[src/rtl/core/assert_macros.svh]
// assertion macros for the rtl top level
`ifndef ASSERT_MACROS_SVH
`define ASSERT_MACROS_SVH

`ifndef SYNTH

// same-cycle implication, checked on every rising clk edge outside reset
`define YRGB_ASSERT_IMP(lbl, clk, rst, ante, cons) \
  lbl: assert property (@(posedge clk) disable iff (rst) (ante) |-> (cons)) \
    else $error("assertion failed");

// next-cycle implication
`define YRGB_ASSERT_NEXT(lbl, clk, rst, ante, cons) \
  lbl: assert property (@(posedge clk) disable iff (rst) (ante) |=> (cons)) \
    else $error("assertion failed");

`else

`define YRGB_ASSERT_IMP(lbl, clk, rst, ante, cons)
`define YRGB_ASSERT_NEXT(lbl, clk, rst, ante, cons)

`endif

`endif

[src/rtl/core/yrgb_pkg.sv]
// types, constants and helpers for the yuyv to scaled rgb converter
`default_nettype none

package yrgb_pkg;

  localparam int unsigned PIX_W = 8;
  // signed q16 sums stay below 2^25 in magnitude
  localparam int unsigned SUM_W = 26;
  localparam int unsigned FRAC_W = 16;
  localparam int unsigned CHR_W = PIX_W + 1;
  localparam int unsigned COEF_W = 18;
  localparam int unsigned STAGES = 5;

  localparam logic [PIX_W-1:0] CHROMA_MID = 8'd128;
  localparam logic [PIX_W-1:0] PIX_MAX = 8'd255;
  localparam logic [PIX_W-1:0] OUT_MAX = 8'd219;

  // unsigned q16 coefficients, held signed for the multipliers
  localparam logic signed [COEF_W-1:0] COEF_R_V = 18'sd89831;
  localparam logic signed [COEF_W-1:0] COEF_G_V = 18'sd45744;
  localparam logic signed [COEF_W-1:0] COEF_G_U = 18'sd22127;
  localparam logic signed [COEF_W-1:0] COEF_B_U = 18'sd113538;

  localparam logic [2*PIX_W-1:0] SCALE_MUL = 16'd220;

  typedef logic signed [SUM_W-1:0] sum_t;
  typedef logic signed [CHR_W-1:0] chroma_t;
  typedef logic [PIX_W-1:0] pix_t;

  // chroma byte minus mid level
  function automatic chroma_t center(input pix_t c);
    return chroma_t'({1'b0, c}) - chroma_t'({1'b0, CHROMA_MID});
  endfunction

  // coefficient times centered chroma, fits in a sum_t
  function automatic sum_t coef_mul(input chroma_t d, input logic signed [COEF_W-1:0] k);
    logic signed [CHR_W+COEF_W-1:0] p;
    p = d * k;
    return p[SUM_W-1:0];
  endfunction

  // luma placed at q16
  function automatic sum_t luma_q16(input pix_t y);
    return sum_t'({{(SUM_W-PIX_W-FRAC_W){1'b0}}, y, {FRAC_W{1'b0}}});
  endfunction

  // (c * 220) >> 8
  function automatic pix_t scale(input pix_t c);
    logic [2*PIX_W-1:0] p;
    p = {{PIX_W{1'b0}}, c} * SCALE_MUL;
    return p[2*PIX_W-1:PIX_W];
  endfunction

endpackage

`default_nettype wire

[src/rtl/core/yrgb_stream_if.sv]
// stream interfaces for yuyv macropixel words and rgb pixel-pair words
`default_nettype none

interface yrgb_yuyv_if;
  logic valid;
  logic ready;
  logic [yrgb_pkg::PIX_W-1:0] luma_first;
  logic [yrgb_pkg::PIX_W-1:0] chroma_blue;
  logic [yrgb_pkg::PIX_W-1:0] luma_second;
  logic [yrgb_pkg::PIX_W-1:0] chroma_red;
  logic frame_end_in;

  modport source (output valid, luma_first, chroma_blue, luma_second, chroma_red,
                  frame_end_in, input ready);
  modport sink (input valid, luma_first, chroma_blue, luma_second, chroma_red,
                frame_end_in, output ready);
endinterface

interface yrgb_rgb_if;
  logic valid;
  logic ready;
  logic [yrgb_pkg::PIX_W-1:0] red_first;
  logic [yrgb_pkg::PIX_W-1:0] green_first;
  logic [yrgb_pkg::PIX_W-1:0] blue_first;
  logic [yrgb_pkg::PIX_W-1:0] red_second;
  logic [yrgb_pkg::PIX_W-1:0] green_second;
  logic [yrgb_pkg::PIX_W-1:0] blue_second;
  logic frame_end_out;

  modport source (output valid, red_first, green_first, blue_first, red_second,
                  green_second, blue_second, frame_end_out, input ready);
  modport sink (input valid, red_first, green_first, blue_first, red_second,
                green_second, blue_second, frame_end_out, output ready);
endinterface

`default_nettype wire

[src/rtl/core/yrgb_clamp.sv]
// truncate a signed q16 channel sum to its integer part and clamp to 0..255
`default_nettype none

module yrgb_clamp (
  input  wire yrgb_pkg::sum_t sum,
  output yrgb_pkg::pix_t      level
);

  localparam int unsigned HI = yrgb_pkg::FRAC_W + yrgb_pkg::PIX_W;

  always_comb begin
    priority if (sum[yrgb_pkg::SUM_W-1]) begin
      level = '0;
    end else if (|sum[yrgb_pkg::SUM_W-2:HI]) begin
      level = yrgb_pkg::PIX_MAX;
    end else begin
      level = sum[HI-1:yrgb_pkg::FRAC_W];
    end
  end

endmodule

`default_nettype wire

[src/rtl/core/yuyv_to_rgb_scaled_top.sv]
// top level: yuyv macropixel to two scaled rgb888 pixels, five-stage pipeline
`default_nettype none

// Converts one YUYV macropixel word (Y0, U, Y1, V) into one word carrying two
// RGB pixels that share U and V. Each channel is Y plus q16 chroma terms,
// truncated to its integer part, clamped to 0..255 and scaled by 220/256, so
// every output channel lies in 0..219. frame_end rides along unchanged.
// Throughput is one word per clock while the sink takes words; a word
// accepted into the stage 1 register moves on through stages 2, 3 and 4 into
// the stage 5 output register. The pipeline is:
//   stage 1  register inputs, center U and V around 128
//   stage 2  four coefficient multipliers (one per chroma term)
//   stage 3  combine the two green terms
//   stage 4  add luma in q16 for both pixels, truncate and clamp
//   stage 5  scale by 220/256, output register
// Each stage holds a valid bit and advances when it is empty or the stage
// after it advances, so bubbles are squeezed out and a stalled sink never
// loses or repeats a word.

`include "assert_macros.svh"

module yuyv_to_rgb_scaled_top (
  input wire clk,
  input wire rst,
  yrgb_yuyv_if.sink  yuyv,
  yrgb_rgb_if.source rgb
);

  localparam int unsigned NS = yrgb_pkg::STAGES;

  // stage valid bits and advance enables
  logic [NS-1:0] v;
  logic [NS-1:0] en;

  always_comb begin
    en[NS-1] = !v[NS-1] || rgb.ready;
    for (int k = NS - 2; k >= 0; k--) begin
      en[k] = !v[k] || en[k+1];
    end
  end

  assign yuyv.ready = en[0];

  always_ff @(posedge clk) begin
    if (rst) begin
      v <= '0;
    end else begin
      if (en[0]) begin
        v[0] <= yuyv.valid;
      end
      for (int k = 1; k < NS; k++) begin
        if (en[k]) begin
          v[k] <= v[k-1];
        end
      end
    end
  end

  // stage 1: capture and center chroma
  yrgb_pkg::pix_t    y0_s1, y1_s1;
  yrgb_pkg::chroma_t du_s1, dv_s1;
  logic              fe_s1;

  always_ff @(posedge clk) begin
    if (en[0]) begin
      y0_s1 <= yuyv.luma_first;
      y1_s1 <= yuyv.luma_second;
      du_s1 <= yrgb_pkg::center(yuyv.chroma_blue);
      dv_s1 <= yrgb_pkg::center(yuyv.chroma_red);
      fe_s1 <= yuyv.frame_end_in;
    end
  end

  // stage 2: chroma products
  yrgb_pkg::pix_t y0_s2, y1_s2;
  yrgb_pkg::sum_t rv_s2, gv_s2, gu_s2, bu_s2;
  logic           fe_s2;

  always_ff @(posedge clk) begin
    if (en[1]) begin
      y0_s2 <= y0_s1;
      y1_s2 <= y1_s1;
      rv_s2 <= yrgb_pkg::coef_mul(dv_s1, yrgb_pkg::COEF_R_V);
      gv_s2 <= yrgb_pkg::coef_mul(dv_s1, yrgb_pkg::COEF_G_V);
      gu_s2 <= yrgb_pkg::coef_mul(du_s1, yrgb_pkg::COEF_G_U);
      bu_s2 <= yrgb_pkg::coef_mul(du_s1, yrgb_pkg::COEF_B_U);
      fe_s2 <= fe_s1;
    end
  end

  // stage 3: green takes both chroma terms
  yrgb_pkg::pix_t y0_s3, y1_s3;
  yrgb_pkg::sum_t rv_s3, g_s3, bu_s3;
  logic           fe_s3;

  always_ff @(posedge clk) begin
    if (en[2]) begin
      y0_s3 <= y0_s2;
      y1_s3 <= y1_s2;
      rv_s3 <= rv_s2;
      g_s3  <= gv_s2 + gu_s2;
      bu_s3 <= bu_s2;
      fe_s3 <= fe_s2;
    end
  end

  // stage 4: add luma and clamp, six channels
  yrgb_pkg::sum_t base0, base1;
  yrgb_pkg::sum_t sr0, sg0, sb0, sr1, sg1, sb1;
  yrgb_pkg::pix_t cr0, cg0, cb0, cr1, cg1, cb1;

  assign base0 = yrgb_pkg::luma_q16(y0_s3);
  assign base1 = yrgb_pkg::luma_q16(y1_s3);
  assign sr0 = base0 + rv_s3;
  assign sg0 = base0 - g_s3;
  assign sb0 = base0 + bu_s3;
  assign sr1 = base1 + rv_s3;
  assign sg1 = base1 - g_s3;
  assign sb1 = base1 + bu_s3;

  yrgb_clamp u_clamp_r0 (.sum(sr0), .level(cr0));
  yrgb_clamp u_clamp_g0 (.sum(sg0), .level(cg0));
  yrgb_clamp u_clamp_b0 (.sum(sb0), .level(cb0));
  yrgb_clamp u_clamp_r1 (.sum(sr1), .level(cr1));
  yrgb_clamp u_clamp_g1 (.sum(sg1), .level(cg1));
  yrgb_clamp u_clamp_b1 (.sum(sb1), .level(cb1));

  yrgb_pkg::pix_t r0_s4, g0_s4, b0_s4, r1_s4, g1_s4, b1_s4;
  logic           fe_s4;

  always_ff @(posedge clk) begin
    if (en[3]) begin
      r0_s4 <= cr0;
      g0_s4 <= cg0;
      b0_s4 <= cb0;
      r1_s4 <= cr1;
      g1_s4 <= cg1;
      b1_s4 <= cb1;
      fe_s4 <= fe_s3;
    end
  end

  // stage 5: scale into the output register
  yrgb_pkg::pix_t r0_s5, g0_s5, b0_s5, r1_s5, g1_s5, b1_s5;
  logic           fe_s5;

  always_ff @(posedge clk) begin
    if (en[4]) begin
      r0_s5 <= yrgb_pkg::scale(r0_s4);
      g0_s5 <= yrgb_pkg::scale(g0_s4);
      b0_s5 <= yrgb_pkg::scale(b0_s4);
      r1_s5 <= yrgb_pkg::scale(r1_s4);
      g1_s5 <= yrgb_pkg::scale(g1_s4);
      b1_s5 <= yrgb_pkg::scale(b1_s4);
      fe_s5 <= fe_s4;
    end
  end

  assign rgb.valid         = v[NS-1];
  assign rgb.red_first     = r0_s5;
  assign rgb.green_first   = g0_s5;
  assign rgb.blue_first    = b0_s5;
  assign rgb.red_second    = r1_s5;
  assign rgb.green_second  = g1_s5;
  assign rgb.blue_second   = b1_s5;
  assign rgb.frame_end_out = fe_s5;

  // an empty output register means the whole pipe can take a word
  `YRGB_ASSERT_IMP(a_ready_when_out_empty, clk, rst, !v[NS-1], yuyv.ready)
  // a full middle stage (stage 3) that cannot advance keeps its word
  `YRGB_ASSERT_NEXT(a_mid_stage_holds, clk, rst, v[2] && !en[2], v[2])
  // scaled channels never exceed 219
  `YRGB_ASSERT_IMP(a_out_range, clk, rst, rgb.valid, (rgb.red_first <= yrgb_pkg::OUT_MAX) && (rgb.green_first <= yrgb_pkg::OUT_MAX) && (rgb.blue_first <= yrgb_pkg::OUT_MAX) && (rgb.red_second <= yrgb_pkg::OUT_MAX) && (rgb.green_second <= yrgb_pkg::OUT_MAX) && (rgb.blue_second <= yrgb_pkg::OUT_MAX))

endmodule

`default_nettype wire

[src/flat_wrapper.sv]
// flat-port wrapper written by rule: the top's interface ports become plain ports
module yuyv_to_rgb_scaled_top_flat 
  (clk, rst, yuyv_valid, yuyv_luma_first, yuyv_chroma_blue, yuyv_luma_second, yuyv_chroma_red, yuyv_frame_end_in, yuyv_ready, rgb_valid, rgb_red_first, rgb_green_first, rgb_blue_first, rgb_red_second, rgb_green_second, rgb_blue_second, rgb_frame_end_out, rgb_ready);
  yrgb_yuyv_if yuyv_i ();
  yrgb_rgb_if rgb_i ();
  input wire clk;
  input wire rst;
  input wire logic [$bits(yuyv_i.valid)-1:0] yuyv_valid;
  input wire logic [$bits(yuyv_i.luma_first)-1:0] yuyv_luma_first;
  input wire logic [$bits(yuyv_i.chroma_blue)-1:0] yuyv_chroma_blue;
  input wire logic [$bits(yuyv_i.luma_second)-1:0] yuyv_luma_second;
  input wire logic [$bits(yuyv_i.chroma_red)-1:0] yuyv_chroma_red;
  input wire logic [$bits(yuyv_i.frame_end_in)-1:0] yuyv_frame_end_in;
  output wire logic [$bits(yuyv_i.ready)-1:0] yuyv_ready;
  output wire logic [$bits(rgb_i.valid)-1:0] rgb_valid;
  output wire logic [$bits(rgb_i.red_first)-1:0] rgb_red_first;
  output wire logic [$bits(rgb_i.green_first)-1:0] rgb_green_first;
  output wire logic [$bits(rgb_i.blue_first)-1:0] rgb_blue_first;
  output wire logic [$bits(rgb_i.red_second)-1:0] rgb_red_second;
  output wire logic [$bits(rgb_i.green_second)-1:0] rgb_green_second;
  output wire logic [$bits(rgb_i.blue_second)-1:0] rgb_blue_second;
  output wire logic [$bits(rgb_i.frame_end_out)-1:0] rgb_frame_end_out;
  input wire logic [$bits(rgb_i.ready)-1:0] rgb_ready;
  assign yuyv_i.valid = yuyv_valid;
  assign yuyv_i.luma_first = yuyv_luma_first;
  assign yuyv_i.chroma_blue = yuyv_chroma_blue;
  assign yuyv_i.luma_second = yuyv_luma_second;
  assign yuyv_i.chroma_red = yuyv_chroma_red;
  assign yuyv_i.frame_end_in = yuyv_frame_end_in;
  assign yuyv_ready = yuyv_i.ready;
  assign rgb_valid = rgb_i.valid;
  assign rgb_red_first = rgb_i.red_first;
  assign rgb_green_first = rgb_i.green_first;
  assign rgb_blue_first = rgb_i.blue_first;
  assign rgb_red_second = rgb_i.red_second;
  assign rgb_green_second = rgb_i.green_second;
  assign rgb_blue_second = rgb_i.blue_second;
  assign rgb_frame_end_out = rgb_i.frame_end_out;
  assign rgb_i.ready = rgb_ready;
  yuyv_to_rgb_scaled_top u_core (.clk(clk), .rst(rst), .yuyv(yuyv_i), .rgb(rgb_i));
endmodule
[config.mk]
export PLATFORM = sky130hd
export DESIGN_NAME = yuyv_to_rgb_scaled_top_flat
export DESIGN_NICKNAME = d
export VERILOG_FILES = /design/src/rtl/core/yrgb_pkg.sv /design/src/rtl/core/yrgb_stream_if.sv /design/src/rtl/core/yrgb_clamp.sv /design/src/rtl/core/yuyv_to_rgb_scaled_top.sv /design/src/flat_wrapper.sv
export VERILOG_INCLUDE_DIRS = /design/src /design/src/rtl/core
export SDC_FILE = /design/constraint.sdc
export NUM_CORES = 1
export LEC_CHECK = 0
export ABC_AREA = 0
export ABC_CLOCK_PERIOD_IN_PS = 6500
export BUFFER_PORTS_ARGS = -buffer_cell sky130_fd_sc_hd__buf_2
export CAP_MARGIN = 20
export CORE_MARGIN = 3
export CORE_UTILIZATION = 40
export DETAILED_ROUTE_END_ITERATION = 10
export REMOVE_ABC_BUFFERS = 1
export SLEW_MARGIN = 10
export SYNTH_ARGS = -nofsm -noshare
export SYNTH_HDL_FRONTEND = slang
export SYNTH_SLANG_ARGS = --single-unit
[constraint.sdc]
create_clock -name clk -period 6.5 [get_ports clk]
set_clock_uncertainty 0.15 [all_clocks]
set_input_delay 0.65 -clock clk [delete_from_list [all_inputs] [get_ports clk]]
set_output_delay 0.65 -clock clk [all_outputs]
set_load 0.01 [all_outputs]
# Word level (Yosys, flattened, before mapping)
# Cells that the tools add are included.
# op_classes
add_sub_neg	9
mul	10
mux	6
n_reduce_logical	10
# op_table
cell	n
$add 25x26->26	4
$mul 8x6->14 const B	6
$sub 25x26->26	2
$mux 8	6
$add 26x26->26	1
$mul 9x18->26 const B	1
$mul 9x16->25 const B	1
$mul 9x17->25 const B	1
$mul 9x13->22 const B	1
$sub 8x8->9 const B	2
$logic_not 1->1	5
$logic_or 1x1->1	5
# totals
register_bits	348
output_inout_bits	51
word_cells	72

# Depth between registers and ports, before layout
# Gate-level depths: netlist of run 1.
# logic_depth
ltp_word	6
mapped_depth	18

# Modules after synthesis
# Synthesis of run 1 repeated with hierarchy kept, for this count alone.
# unflattened
hier_cells	2428
area_unflattened_um2	28553.6
# by_module_without_submodules
mod	instances	cells_each	area_per_inst_um2	seq_area_each_um2
yuyv_to_rgb_scaled_top	1	2374	28005.6	10189.8
yrgb_clamp	6	9	91.3	0.0

# Least setup slack after synthesis of run 1
# OpenSTA, ideal clock, no wires.
# synth_timing
kind	register -> register
start	register u_core.dv_s1[7]
end	register u_core.rv_s2[25] (data pin)
setup_time_ns	0.262
arrival_time_ns	4.945
t_required_ns	6.088
path_slack_ns	1.143
stages_incl_launch_ff	18
path_buffers	0
path_cell_list	edfxtp_1 -> inv_1 -> ha_1 -> ha_1 -> inv_1 -> fa_1 -> inv_1 -> fa_1 -> fa_1 -> ha_1 -> a211oi_1 -> o21ai_1 -> a211oi_2 -> o311ai_2 -> a221o_2 -> o41ai_4 -> o21bai_2 -> xnor2_1
# synth_between
elab_chain_len	1
# synth_lines
element	line	source
from (decl)	yuyv_to_rgb_scaled_top.sv:61	yrgb_pkg::chroma_t du_s1, dv_s1;
from (signal assigned)	yuyv_to_rgb_scaled_top.sv:69	dv_s1 <= yrgb_pkg::center(yuyv.chroma_red);
$mul 9x18->26	yrgb_pkg.sv:38	p = d * k;
to (signal assigned)	yuyv_to_rgb_scaled_top.sv:83	rv_s2 <= yrgb_pkg::coef_mul(dv_s1, yrgb_pkg::COEF_R_V);
to (decl)	yuyv_to_rgb_scaled_top.sv:76	yrgb_pkg::sum_t rv_s2, gv_s2, gu_s2, bu_s2;
# No other way between the ends.
# A chain may end at the register's enable or synchronous reset.

# Worst setup path in the final report of run 1
# layout_timing
start	register u_core.dv_s1[1]
end	register u_core.rv_s2[25] (data pin)
# The elaborated chain is that of the path after synthesis.

==> out/qor.txt, run 1 <==
status - complete, no violations
Reg2Reg Depth - 16
Crit. End Element - register
die height - 259.0 um
CP Max Fanout - 7
TritonCTS clock tree - yes
H-tree Lvls - 2
IO Port Bufs - 87
Post-Place Setup Slack - 917.0 ps
Ys Warns - 0
Setup-failing EPs final - 0
slowest stage delay, CP - 620 ps
Slew Limit Fails - 0
TritonCTS sink count - 283
Post-CTS Setup Repair Bufs - 0
Final ANT Viol Nets - 0
Slew @ Worst Pin - 1026 ps
die area - 0.06709 mm2
DR vias - 15,910
post-layout min period - 5612 ps
CTS resizes - 0
Vias/cell - 4.905
first-pass GRT wire length - 84,480 um
Post-Syn Area - 0.02561 mm2
CP bufs+invs - 2
Crit path max-delay family - adder cells
routed length per instance - 15.65 um
worst-skew pair later-pin latency - 560 ps
Synth Area per Inst - 11.41 um2
CP startpoint kind - register
number of global-route vias before repair - 16,950
Root Buffer - clkbuf_16
fmax - 0.1782 GHz
Starting Density - 40.52%
most frequent cells after synthesis - ha_1 (478), inv_1 (421), edfxtp_1 (278)
share of post-route cells with drive strength above 1 - 7.631%
Tot GR Track Use - 15.59%
Post-synth EDFFs - 278
worst-path cell with the longest stage delay - fa_1
Crit path depth - 16
antenna cells - 0
share of the synthesized area in the top cell type - 32.60%
ranking of synthesized cells by area - edfxtp_1 (33%), ha_1 (23%), fa_1 (17%)
post-DP HPWL - 41,730 um
1st-iter DRT viols - 600
WHS - 118.5 ps
Area Growth Syn to Fin - 10.81%
placer congestion estimate - 0.8918
largest net degree at the start of global routing - 75
drt pass-1 iters - 5
number of hold violations in the final report - 0
core area - 0.06320 mm2
clk slew on worst S/H paths - 60 ps
maxcap violations - 0
synth unique cells - 64
DRC viols - 0
Tcrit/Tclk final - 86.34%
setup_tns - 0 ps
die width - 259.0 um
Synth area leader - edfxtp_1
worst-path cell chain - fa_1 > fa_1 > inv_1 > fa_1 > inv_1 > fa_1 > fa_1 > ha_1 > a211oi_1 > o21ai_1 > a211oi_2 > o311ai_2 > a221o_2 > o41ai_4 > o21bai_2 > xnor2_1
Hold Path Class - in -> reg
final worst setup slack - 887.9 ps
Routed WL - 50,760 um
Hold Path Depth - 1
most common cell type on the critical path - fa_1
Crit Path Class - reg -> reg
Post-Syn Instances - 2,245
FP Rows - 92
slew margin rel. - 31.63%
RSZ-0062 raised after global routing - no
CTS Buf Count - 37
flops & latches, synth - 283
CP arrival - 5750 ps
CTS max path bufs - 3
GRT overflow - 0
initial antenna violation count - 4
CP required - 6640 ps
asr flop ratio synth - 0%
fin nets - 3,103
most frequent cell after synthesis - ha_1
io pins - 88
Top FF cell, synth - edfxtp_1
CTS Hold Bufs - 0
Seq/Total Area, Yosys - 32.99%
## sequential cells by signal, indices dropped and copies added, names as in the netlist, 10 cells and up
register,cells
u_core.g_s3,26
u_core.rv_s3,10
u_core.gv_s2,20
u_core.bu_s2,10
u_core.bu_s3,10
u_core.rv_s2,12
u_core.gu_s2,25
## cells in the final DEF, fill, tap and decap left out, drive strengths merged, types with 4 or more instances in the layout
| cell type | netlist | routed |
|---|---|---|
| a211o | 6 | 6 |
| a211oi | 7 | 7 |
| a21boi | 6 | 6 |
| a21o | 35 | 35 |
| a21oi | 85 | 85 |
| a31oi | 14 | 14 |
| a41o | 8 | 8 |
| and3 | 14 | 14 |
| buf | 5 | 97 |
| bufinv | 0 | 4 |
| clkbuf | 4 | 41 |
| clkinv | 1 | 10 |
| clkinvlp | 0 | 5 |
| dfxtp | 5 | 5 |
| edfxtp | 278 | 278 |
| fa | 216 | 216 |
| ha | 478 | 478 |
| inv | 421 | 427 |
| nand2 | 62 | 62 |
| nand2b | 19 | 19 |
| nand3 | 37 | 37 |
| nand4 | 5 | 5 |
| nor2 | 126 | 126 |
| nor2b | 22 | 22 |
| nor3 | 39 | 39 |
| nor4 | 9 | 9 |
| o2111ai | 4 | 4 |
| o211ai | 18 | 18 |
| o21a | 51 | 51 |
| o21ai | 62 | 62 |
| o21bai | 13 | 13 |
| or2 | 8 | 8 |
| or3 | 5 | 5 |
| xnor2 | 109 | 109 |
| xor2 | 42 | 42 |
## per-layer routing
layer / GRT usage, % / wire (um) / vias to the layer above / part of all wire (%)
met5: 0 / 0 / - / 0
met4: 5.810 / 1779 / 0 / 3.5
met3: 2.107 / 1733 / 83 / 3.4
met2: 27.28 / 24810 / 211 / 49
met1: 19.62 / 22430 / 7671 / 44
li1: - / - / 7946 / -
## stage by stage
| stage | instances | instance area (um2) | utilization, % |
|---|---|---|---|
| 2_1_floorplan | 2236 | 25550 | - |
| 3_3_place_gp | 3177 | 27120 | 42.92 |
| 3_5_place_dp | 3177 | 27120 | 42.92 |
| 4_1_cts | 3242 | 28330 | 44.84 |
| 5_1_grt | 3244 | 28370 | 44.90 |
| 6_report | 3244 | 28370 | 44.90 |
## cell type report
class | count | area [um2]
fillers | 5767 | 34820
well taps | 846 | 1059
flip-flops and latches | 283 | 8448
clock inverters | 24 | 271.5
inverters | 422 | 1584
multi-input cells | 1531 | 15540
clock buffers | 41 | 940.9
repair buffers | 97 | 535.5
## final timing paths
check             slack (ps)          endpoint                start
setup / recovery         890  u_core.rv_s2[25]      u_core.dv_s1[1]
hold reg to reg          250  u_core.bu_s3[16]     u_core.bu_s2[16]
hold / removal           120   u_core.y1_s1[7]  yuyv_luma_second[7]
setup reg to reg         890  u_core.rv_s2[25]      u_core.dv_s1[1]
## kinds of logic (layout without fill, tap and decap cells)
| kind of cell | Yosys count | after routing | synth area share (%) |
|---|---|---|---|
| adders and majority gates | 694 | 694 | 40.24 |
| DFF | 283 | 283 | 32.99 |
| and+or+nand+nor | 355 | 355 | 6.577 |
| AOI/OAI and AO/OA | 331 | 331 | 8.629 |
| buffers and inverters | 431 | 584 | 6.391 |
| xor gates and xnor gates | 151 | 151 | 5.165 |
Power of run 1 is left out: the tool's default activity adds up to more than one toggle a clock period on the data nets, which glitch-free logic cannot reach.
==> run 2, diff against run 1 <==
--- a/config.mk
+++ b/config.mk
@@ -12,6 +12,7 @@
 export CAP_MARGIN = 20
 export CORE_MARGIN = 3
 export CORE_UTILIZATION = 40
+export CTS_CLUSTER_DIAMETER = 150
 export DETAILED_ROUTE_END_ITERATION = 10
 export REMOVE_ABC_BUFFERS = 1
 export SLEW_MARGIN = 10
==> constraint.sdc (replaced) <==
create_clock -name clk -period 6.5 [get_ports clk]
set_clock_uncertainty 0.15 [all_clocks]
set_input_delay 0.975 -clock clk [delete_from_list [all_inputs] [get_ports clk]]
set_output_delay 0.975 -clock clk [all_outputs]
set_load 0.01 [all_outputs]
==> out/qor.txt, run 2 (synthesis results as in run 1) <==
status - complete, no violations
1st-iter DRT viols - 566
Setup-failing EPs final - 0
slew margin rel. - 38.21%
Root Buffer - clkbuf_16
Regs by FF count - u_core.g_s3: 26 flops, u_core.gu_s2: 25 flops, u_core.gv_s2: 20 flops
CP required - 6650 ps
number of hold violations in the final report - 0
first-pass GRT wire length - 85,280 um
DR vias - 15,920
TritonCTS sink count - 283
die area - 0.06709 mm2
GRT overflow - 0
post-layout min period - 5604 ps
CP Max Fanout - 6
Area Growth Syn to Fin - 10.78%
commonest non-fill, non-tap cell in the layout - ha_1
share of post-route cells with drive strength above 1 - 7.503%
initial antenna violation count - 4
drt pass-1 iters - 4
most frequent cells in the layout - ha_1 (478), inv_1 (419), edfxtp_1 (278), fa_1 (216), nor2_1 (126)
Vias/cell - 4.905
number of global-route vias before repair - 17,050
CTS Hold Bufs - 0
io pins - 88
Slew @ Worst Pin - 923.4 ps
placer congestion estimate - 0.8984
TritonCTS clock tree - yes
M2 GR Usage - 27.49%
H-tree Lvls - 2
clk slew on worst S/H paths - 60 ps
die width - 259.0 um
largest net degree at the start of global routing - 65
die height - 259.0 um
maxcap violations - 0
post-DP HPWL - 41,940 um
routed length per instance - 15.64 um
Largest Register - u_core.g_s3
DRC viols - 0
core area - 0.06320 mm2
CTS resizes - 0
worst-skew pair later-pin latency - 560 ps
Fill cells - 5,847
GR Util met3 - 2.458%
Routed WL - 50,740 um
FP Rows - 92
setup_tns - 0 ps
Slew Limit Fails - 0
CP arrival - 5750 ps
GRT met1 Usage - 19.66%
Starting Density - 40.52%
Crit. End Element - register
fmax - 0.1784 GHz
IO Port Bufs - 87
Hold Path Class - reg -> reg
Tcrit/Tclk final - 86.22%
busiest grt layer - met2
CP startpoint kind - register
Crit Path Class - reg -> reg
Final ANT Viol Nets - 0
antenna cells - 0
fin nets - 3,102
Largest register FFs - 26
RSZ-0062 raised after global routing - no
Post-CTS Setup Repair Bufs - 0
Tot GR Track Use - 15.68%
CTS max path bufs - 3
CTS Buf Count - 37
-- run 2: path summary, 6_finish.rpt --
kind                                        from  cells past startpoint  slack, ps                to
worst min register to register  u_core.bu_s2[16]                      0        260  u_core.bu_s3[16]
worst max-delay path             u_core.du_s1[3]                     15        900  u_core.gu_s2[21]
worst min-delay path            u_core.bu_s2[16]                      0        260  u_core.bu_s3[16]
worst max register to register   u_core.du_s1[3]                     15        900  u_core.gu_s2[21]
-- run 2: final cells by class --
class | count | area, um2 | share of cell area, %
multi-input combinational | 1531 | 15540 | 54.77
clock inverter | 20 | 207.7 | 0.7322
tap | 846 | 1059 | 3.732
timing repair buffer | 96 | 528.0 | 1.861
sequential | 283 | 8448 | 29.78
clock buffer | 47 | 1003 | 3.538
inverter | 422 | 1584 | 5.584
-- run 2: through the flow --
| step | area (um2) | util [%] | instances | hold WS, ps | setup WS, ps |
|---|---|---|---|---|---|
| floorplan | 25550 | - | 2236 | 250.3 | 1143 |
| global placement | 27110 | 42.91 | 3176 | 254.1 | 992.3 |
| detailed placement | 27110 | 42.91 | 3176 | 254.5 | 929.4 |
| CTS | 28330 | 44.82 | 3243 | 252.3 | 898.6 |
| global route | 28370 | 44.89 | 3245 | 255.5 | 550.3 |
| finish | 28370 | 44.89 | 3245 | 259.9 | 895.5 |
-- run 2: critical path: stages, from the launching register on --
cell      delay [ps]
edfxtp_1         530
inv_1            110
fa_1             530
fa_1             590
fa_1             570
inv_1             60
fa_1             480
ha_1             300
ha_1             350
a21o_1           200
a21oi_1          240
o21ai_0          170
a31oi_1          340
o21ai_0          210
o41ai_1          410
xnor2_1          110
-- run 2: metal layers --
metal / vias up / wire, um
met5: - / 0
met4: 0 / 1667
met3: 92 / 1902
met2: 220 / 25040
met1: 7661 / 22130
li1: 7943 / -
Power of run 2 is left out for the same reason.
